File: src/hw/rtl/trpd_pkg.sv
// ----------------------------------------------------------------------------
// trpd_pkg
// Shared type, register indexes and helper function of the pixel decoder.
// ----------------------------------------------------------------------------
package trpd_pkg;

  // Configuration register indexes.
  localparam logic [1:0] REG_COMPRESSED   = 2'd0;
  localparam logic [1:0] REG_PIXEL_BYTES  = 2'd1;
  localparam logic [1:0] REG_CONVERT_MODE = 2'd2;
  localparam logic [1:0] REG_ALPHA_ENABLE = 2'd3;

  // Pixel conversion modes.
  localparam logic [1:0] CONV_PASS   = 2'd0;
  localparam logic [1:0] CONV_SWAP   = 2'd1;
  localparam logic [1:0] CONV_EXPAND = 2'd2;

  localparam logic [7:0] RUN_FLAG = 8'h80;

  typedef struct packed {
    logic [1:0] convert_mode;
    logic       alpha_enable;
  } conv_cfg_t;

  // Widen a 5-bit channel to 8 bits by replicating its top bits.
  function automatic logic [7:0] widen5(input logic [4:0] v);
    widen5 = {v, v[4:2]};
  endfunction

endpackage

File: src/hw/rtl/trpd_convert.sv
// ----------------------------------------------------------------------------
// trpd_convert
// Converts one gathered pixel: passthrough, byte 0/2 swap or 555 expansion.
// ----------------------------------------------------------------------------
module trpd_convert (
  input  logic [31:0]         raw_i,
  input  logic [2:0]          nbytes_i,
  input  trpd_pkg::conv_cfg_t cfg_i,
  output logic [31:0]         value_o,
  output logic [2:0]          width_o
);

  logic [7:0] lo;
  logic [7:0] hi;
  logic [7:0] red;
  logic [7:0] green;
  logic [7:0] blue;
  logic [7:0] alpha;

  assign lo    = raw_i[7:0];
  assign hi    = raw_i[15:8];
  assign red   = trpd_pkg::widen5(hi[6:2]);
  assign green = {hi[1:0], lo[7:5], hi[1:0], lo[7]};
  assign blue  = trpd_pkg::widen5(lo[4:0]);
  assign alpha = hi[7] ? 8'hff : 8'h00;

  always_comb begin
    value_o = raw_i;
    width_o = nbytes_i;
    case (cfg_i.convert_mode)
      trpd_pkg::CONV_EXPAND: begin
        if (cfg_i.alpha_enable) begin
          value_o = {alpha, blue, green, red};
          width_o = 3'd4;
        end else begin
          value_o = {8'h00, blue, green, red};
          width_o = 3'd3;
        end
      end
      trpd_pkg::CONV_SWAP: begin
        // Only a pixel of three or more bytes has a third byte to swap.
        if (nbytes_i >= 3'd3) begin
          value_o = {raw_i[31:24], raw_i[7:0], raw_i[15:8], raw_i[23:16]};
        end
      end
      default: begin
        value_o = raw_i;
        width_o = nbytes_i;
      end
    endcase
  end

endmodule

File: src/hw/rtl/tga_rle_pixel_decoder.sv
// ----------------------------------------------------------------------------
// tga_rle_pixel_decoder
// Run-length packet decoder for image payload bytes with pixel conversion.
// ----------------------------------------------------------------------------
// The input channel carries one payload word per transfer: a data byte and a
// restart flag that clears the packet state before that byte is used. A word
// moves when in_valid_i is high and in_stall_o is low. The output channel
// carries one converted pixel with its width in bytes and its repeat count;
// it moves when out_valid_o is high and out_stall_i is low. Header bytes and
// bytes that do not complete a pixel give no output word.
// Each byte is decoded in the cycle it is accepted and its pixel, if any, is
// shown from the output register on the next cycle, one word per cycle while
// out_stall_i is low. The single output register sets that rate: a new byte
// is taken whenever the register is empty or is drained in the same cycle, so
// in_stall_o follows out_stall_i only while a pixel waits. Reset leaves the
// output empty, the packet state expecting a header, and the registers at raw
// mode, three bytes per pixel, passthrough, no alpha. Configuration writes
// through cfg_we_i must be made only while the block idles; it is unchecked.
// ----------------------------------------------------------------------------
module tga_rle_pixel_decoder (
  input  logic        clk_i,
  input  logic        rst_ni,
  // Configuration write port.
  input  logic        cfg_we_i,
  input  logic [1:0]  cfg_index_i,
  input  logic [2:0]  cfg_data_i,
  // Input channel.
  input  logic        in_valid_i,
  output logic        in_stall_o,
  input  logic [7:0]  data_byte_i,
  input  logic        restart_i,
  // Output channel.
  output logic        out_valid_o,
  input  logic        out_stall_i,
  output logic [31:0] pixel_value_o,
  output logic [2:0]  pixel_width_o,
  output logic [7:0]  run_length_o
);

  // Configuration registers.
  logic       compressed_q;
  logic [2:0] pixel_bytes_q;
  logic [1:0] convert_mode_q;
  logic       alpha_enable_q;

  // Packet state.
  logic        expect_hdr_q, expect_hdr_d;
  logic [7:0]  literal_left_q, literal_left_d;
  logic [7:0]  run_pending_q, run_pending_d;
  logic [1:0]  byte_pos_q, byte_pos_d;
  logic [31:0] gather_q, gather_d;

  // Output register.
  logic        out_valid_q;
  logic [31:0] pixel_value_q;
  logic [2:0]  pixel_width_q;
  logic [7:0]  run_length_q;

  logic        out_ready;
  logic        in_fire;
  logic        pix_done;
  logic [7:0]  count;
  logic [2:0]  nbytes;
  logic [31:0] gather_new;
  logic [31:0] conv_value;
  logic [2:0]  conv_width;

  // State as seen by this byte, after an optional restart.
  logic        eh;
  logic [7:0]  lit;
  logic [7:0]  run;
  logic [1:0]  pos;
  logic [31:0] gat;
  logic [7:0]  lit_dec;

  trpd_pkg::conv_cfg_t conv_cfg;

  assign out_ready  = !out_valid_q || !out_stall_i;
  assign in_stall_o = !out_ready;
  assign in_fire    = in_valid_i && out_ready;

  // Out-of-range byte counts are clamped to the nearest legal value.
  always_comb begin
    if (pixel_bytes_q == 3'd0) begin
      nbytes = 3'd1;
    end else if (pixel_bytes_q > 3'd4) begin
      nbytes = 3'd4;
    end else begin
      nbytes = pixel_bytes_q;
    end
  end

  always_comb begin
    eh  = restart_i ? 1'b1 : expect_hdr_q;
    lit = restart_i ? 8'd0 : literal_left_q;
    run = restart_i ? 8'd0 : run_pending_q;
    pos = restart_i ? 2'd0 : byte_pos_q;
    gat = restart_i ? 32'd0 : gather_q;

    gather_new = gat | ({24'd0, data_byte_i} << {pos, 3'b000});
    lit_dec    = (lit != 8'd0) ? lit - 8'd1 : lit;

    expect_hdr_d   = eh;
    literal_left_d = lit;
    run_pending_d  = run;
    byte_pos_d     = pos;
    gather_d       = gat;
    pix_done       = 1'b0;
    count          = 8'd1;

    if (compressed_q && eh) begin
      // Header byte: the top bit selects a run packet or a literal packet.
      if (data_byte_i >= trpd_pkg::RUN_FLAG) begin
        run_pending_d  = data_byte_i - 8'd127;
        literal_left_d = 8'd0;
      end else begin
        literal_left_d = data_byte_i + 8'd1;
        run_pending_d  = 8'd0;
      end
      expect_hdr_d = 1'b0;
      byte_pos_d   = 2'd0;
      gather_d     = 32'd0;
    end else if (({1'b0, pos} + 3'd1) < nbytes) begin
      byte_pos_d = pos + 2'd1;
      gather_d   = gather_new;
    end else begin
      pix_done   = 1'b1;
      byte_pos_d = 2'd0;
      gather_d   = 32'd0;
      if (compressed_q) begin
        if (run != 8'd0) begin
          count         = run;
          run_pending_d = 8'd0;
          expect_hdr_d  = 1'b1;
        end else begin
          literal_left_d = lit_dec;
          if (lit_dec == 8'd0) begin
            expect_hdr_d = 1'b1;
          end
        end
      end
    end
  end

  assign conv_cfg.convert_mode = convert_mode_q;
  assign conv_cfg.alpha_enable = alpha_enable_q;

  trpd_convert u_convert (
    .raw_i    (gather_new),
    .nbytes_i (nbytes),
    .cfg_i    (conv_cfg),
    .value_o  (conv_value),
    .width_o  (conv_width)
  );

  always_ff @(posedge clk_i or negedge rst_ni) begin
    if (!rst_ni) begin
      compressed_q   <= 1'b0;
      pixel_bytes_q  <= 3'd3;
      convert_mode_q <= trpd_pkg::CONV_PASS;
      alpha_enable_q <= 1'b0;
    end else if (cfg_we_i) begin
      case (cfg_index_i)
        trpd_pkg::REG_COMPRESSED:   compressed_q   <= cfg_data_i[0];
        trpd_pkg::REG_PIXEL_BYTES:  pixel_bytes_q  <= cfg_data_i;
        trpd_pkg::REG_CONVERT_MODE: convert_mode_q <= cfg_data_i[1:0];
        trpd_pkg::REG_ALPHA_ENABLE: alpha_enable_q <= cfg_data_i[0];
        default: begin
        end
      endcase
    end
  end

  always_ff @(posedge clk_i or negedge rst_ni) begin
    if (!rst_ni) begin
      expect_hdr_q   <= 1'b1;
      literal_left_q <= 8'd0;
      run_pending_q  <= 8'd0;
      byte_pos_q     <= 2'd0;
      gather_q       <= 32'd0;
    end else if (in_fire) begin
      expect_hdr_q   <= expect_hdr_d;
      literal_left_q <= literal_left_d;
      run_pending_q  <= run_pending_d;
      byte_pos_q     <= byte_pos_d;
      gather_q       <= gather_d;
    end
  end

  always_ff @(posedge clk_i or negedge rst_ni) begin
    if (!rst_ni) begin
      out_valid_q <= 1'b0;
    end else if (out_ready) begin
      out_valid_q <= in_fire && pix_done;
    end
  end

  // The payload loads only when a pixel completes into a free register.
  always_ff @(posedge clk_i) begin
    if (in_fire && pix_done) begin
      pixel_value_q <= conv_value;
      pixel_width_q <= conv_width;
      run_length_q  <= count;
    end
  end

  assign out_valid_o   = out_valid_q;
  assign pixel_value_o = pixel_value_q;
  assign pixel_width_o = pixel_width_q;
  assign run_length_o  = run_length_q;

endmodule

File: config.mk
export PLATFORM = sky130hd
export DESIGN_NAME = tga_rle_pixel_decoder
export DESIGN_NICKNAME = d
export VERILOG_FILES = /design/src/hw/rtl/trpd_pkg.sv /design/src/hw/rtl/trpd_convert.sv /design/src/hw/rtl/tga_rle_pixel_decoder.sv
export SDC_FILE = /design/constraint.sdc
export NUM_CORES = 1
export LEC_CHECK = 0
export BUFFER_PORTS_ARGS = -buffer_cell sky130_fd_sc_hd__buf_2
export CAP_MARGIN = 10
export CORE_ASPECT_RATIO = 1.1
export CORE_MARGIN = 1.5
export CORE_UTILIZATION = 35
export CTS_CLUSTER_DIAMETER = 150
export DETAILED_ROUTE_END_ITERATION = 8
export PLACE_DENSITY_LB_ADDON = 0.05
export SLEW_MARGIN = 15
export SYNTH_ARGS = -nofsm -noshare
export SYNTH_HDL_FRONTEND = slang
export SYNTH_SLANG_ARGS = --single-unit
File: constraint.sdc
create_clock -name clk_i -period 10.6 [get_ports clk_i]
set_clock_uncertainty 0.1 [all_clocks]
set_input_delay 1.59 -clock clk_i [delete_from_list [all_inputs] [get_ports clk_i]]
set_output_delay 1.59 -clock clk_i [all_outputs]
set_load 0.01 [all_outputs]
==> key figures <==
Yosys
  – Ranking of synthesized cells by area: dfrtp_1, edfxtp_1, a21oi_1
  – Mapped Area: around 5300 um^2
  – Synth Register Bits: between 100 and 150
  – Most numerous cell in the Yosys netlist: dfrtp_1
  – Average cell area after synthesis: ~10 um^2
  – Post-synth EDFFs: between 40 and 50
  – Synth warn: 0
  – Post-synth top flop: dfrtp_1
  – Sequential share of the synthesized area: 0.527
  – Post-synth cell types: 59
  – Post-synth top area share: 0.267
  – Syn Inst Count: approximately 520
  – Async S/R FF share, synth: 0.578
  – Top cells by count, synth: dfrtp_1, nor2_1, edfxtp_1, a21oi_1, o21ai_0
  – Largest area contributor in the netlist: dfrtp_1
  – Syn nets: between 500 and 600

Timing
  – RSZ-0062 raised after global routing: no
  – Max Fclk: approximately 200 MHz
  – Setup_tns: 0 ns
  – Setup violations, final: 0
  – Hold Vio Cnt, Final: 0
  – Fin crit share: 0.466
  – Final Max Slew Viols: 0
  – Worst Max-Slew Pin Slew: between 0.8 and 0.9 ns
  – Final min period: approximately 5 ns
  – Slew HR: 0.456

Critical path
  – CP Capture Type: flip-flop
  – Most used cell, CP: ha_1
  – Worst Setup Start Kind: input port
  – CP Max Fanout: 62
  – Worst path max stage delay: 0.72 ns
  – Critical Path Slowest Stage Cell: o21ai_1
  – Worst Path Required: about 11 ns
  – WP data arrival: a little over 5 ns
  – CP Class: in2reg
  – Crit path cell chain: buf_2, buf_4, nand2b_4, inv_1, ha_1, ha_1, o41ai_1, nand3_1, o21ai_1, a22o_1

Routing
  – DR iter-0 viols: 250
  – WL per Instance: 18.5 um
  – Final WL: between 10,000 and 15,000 um
  – Routed via count: between 4,000 and 5,000
  – Drt pass-1 iters: 5
  – Remaining DRCs: 0
  – DRT antenna net count: 0
  – DR vias/cell: ~5.5

Global routing
  – Vias in the first global route: 4,056
  – Overall routing resource usage: 0.184
  – Largest net degree at the start of global routing: between 60 and 70
  – GR Overflow Total: 0
  – Number of antenna violations at the first check in global routing: 0
  – First-pass GRT wire length: roughly 23,000 um

Floorplan
  – Initial Util: 0.361
  – Die X: around 120 um
  – I/O pin count: 64
  – Die H: around 130 um
  – Core footprint: about 15,000 um^2
  – Die area: 15,800 um^2
  – Rows: between 40 and 50

Clock tree
  – Clk root buf: clkbuf_16
  – Clock Path Buffers: 2
  – H-Tree Depth: 3
  – Cts hold-fix bufs: 0
  – Clock Latency Late Sink: roughly 0.35 ns
  – Setup Fix Bufs, Post-CTS: 0
  – TritonCTS clock tree: yes
  – # resized after CTS: 0
  – TritonCTS Buffers: 9
  – Clock transition at the registers of the reported paths: ~0.070 ns
  – Clock sinks: a little over 100

Run
  – Max_cap viols: 0

Cells and area
  – Register Area: 2770 um^2
  – Layout cells sized above 1: 0.192
  – Antenna cells: 0
  – Multi-input gate area: 2270 um^2
  – Nets: between 500 and 600
  – Fillers: between 1,000 and 1,500
  – P&R area growth vs syn: 14.9%

Power
  – Switching pwr: a little under 0.0005 W
  – Clock network power share: 0.267
  – Leak: approximately 2.5 nW
  – Internal power: between 0.0008 and 0.0009 W
  – Total power: about 0.0014 W
  – Power Dens Cells: approximately 230 nW/um^2
  – Sequential power share: 0.408
  – Max IR drop VDD: around 0.076 mV
  – Logic pwr share: 0.325
  – Sw Share: 0.357

Placement
  – Gpl congestion: about 0.83
  – PortBufs: 63
  – Detailed Place HPWL: between 9000 and 10,000 um

Worst hold path
  – Hold Crit Class: reg2reg

Outcome
  – Outcome: finished clean
-- path summary, 6_finish.rpt --
kind | startpoint | endpoint | slack, ns | cells after the start
max in group asynchronous | rst_ni | gather_q[10]$_DFFE_PN0P_ | 8.55 | 2
min in group asynchronous | rst_ni | convert_mode_q[0]$_DFFE_PN0P_ | 1.29 | 2
min | gather_q[1]$_DFFE_PN0P_ | gather_q[1]$_DFFE_PN0P_ | 0.37 | 2
min reg2reg | gather_q[1]$_DFFE_PN0P_ | gather_q[1]$_DFFE_PN0P_ | 0.37 | 2
max | restart_i | gather_q[28]$_DFFE_PN0P_ | 5.67 | 10
max reg2reg | byte_pos_q[1]$_DFFE_PN0P_ | gather_q[28]$_DFFE_PN0P_ | 7.22 | 7
-- cell families after synthesis --
logic type / after synthesis / synth area share
compound gates: 177 / 0.224
fa+ha+maj: 8 / 0.0190
flops: 102 / 0.527
simple gates: 167 / 0.165
xor+xnor: 6 / 0.0100
buf+inv: 56 / 0.0417
mux: 6 / 0.0129
-- state kept, by name, indices dropped and copies added, names as in the netlist --
signal,flops
gather_q,32
pixel_value_o,32
literal_left_q,8
run_length_o,8
run_pending_q,8
pixel_bytes_q,3
pixel_width_o,3
byte_pos_q,2
convert_mode_q,2
alpha_enable_q,1
compressed_q,1
expect_hdr_q,1
out_valid_o,1
-- power by group through the flow --
stage	clock network (W)	logic, W	registers (W)
6_report	0.000365	0.000444	0.000558
5_1_grt	0.000389	0.000491	0.000567
4_1_cts	0.000373	0.000445	0.000558
3_5_place_dp	0	0.000443	0.000565
3_3_place_gp	0	0.000437	0.000563
2_1_floorplan	0	0.000301	0.000570
-- through the flow --
step / cells / setup WS (ns) / utilization / instance area (um^2) / hold WS [ns]
3_5_place_dp: 748 / 5.23 / 0.392 / 5710 / 0.363
6_report: 764 / 5.67 / 0.415 / 6040 / 0.373
5_1_grt: 764 / 5.27 / 0.415 / 6040 / 0.403
4_1_cts: 764 / 5.59 / 0.415 / 6040 / 0.378
2_1_floorplan: 522 / 4.88 / - / 5260 / 0.342
3_3_place_gp: 748 / 5.36 / 0.392 / 5710 / 0.353
-- area by class of cell --
| class | count | area share |
|---|---|---|
| Clock buffer | 11 | 0.0402 |
| Timing Repair Buffer | 66 | 0.0559 |
| Tap cell | 192 | 0.0398 |
| Sequential cell | 102 | 0.459 |
| Inverter | 24 | 0.0149 |
| Clock inverter | 5 | 0.0135 |
| Multi-Input combinational cell | 364 | 0.377 |
-- layer usage --
metal	GRT usage	share of wire
met4	0.0767	0.020
met2	0.300	0.48
met1	0.247	0.46
met5	0	0
met3	0.0243	0.039
-- cells in the final DEF, fill, tap and decap left out, drive strengths merged, types with 7 or more instances in the layout --
master  count
buf        66
dfrtp      56
nor2       45
o21ai      44
edfxtp     43
a21oi      42
nand2      38
nor2b      27
inv        25
o22ai      21
a22o       18
a221o      12
nand3      12
clkbuf     11
ha          8
nand2b      7
nor3        7
-- critical path, delay by kind of cell --
| kind | cells | cell delay, ns |
|---|---|---|
| and+or+nand+nor | 2 | 0.94 |
| AOI/OAI and AO/OA | 3 | 1.38 |
| adders and majority gates | 2 | 0.55 |
| buffers and inverters | 3 | 0.63 |
(Power assumes the default switching activity.)
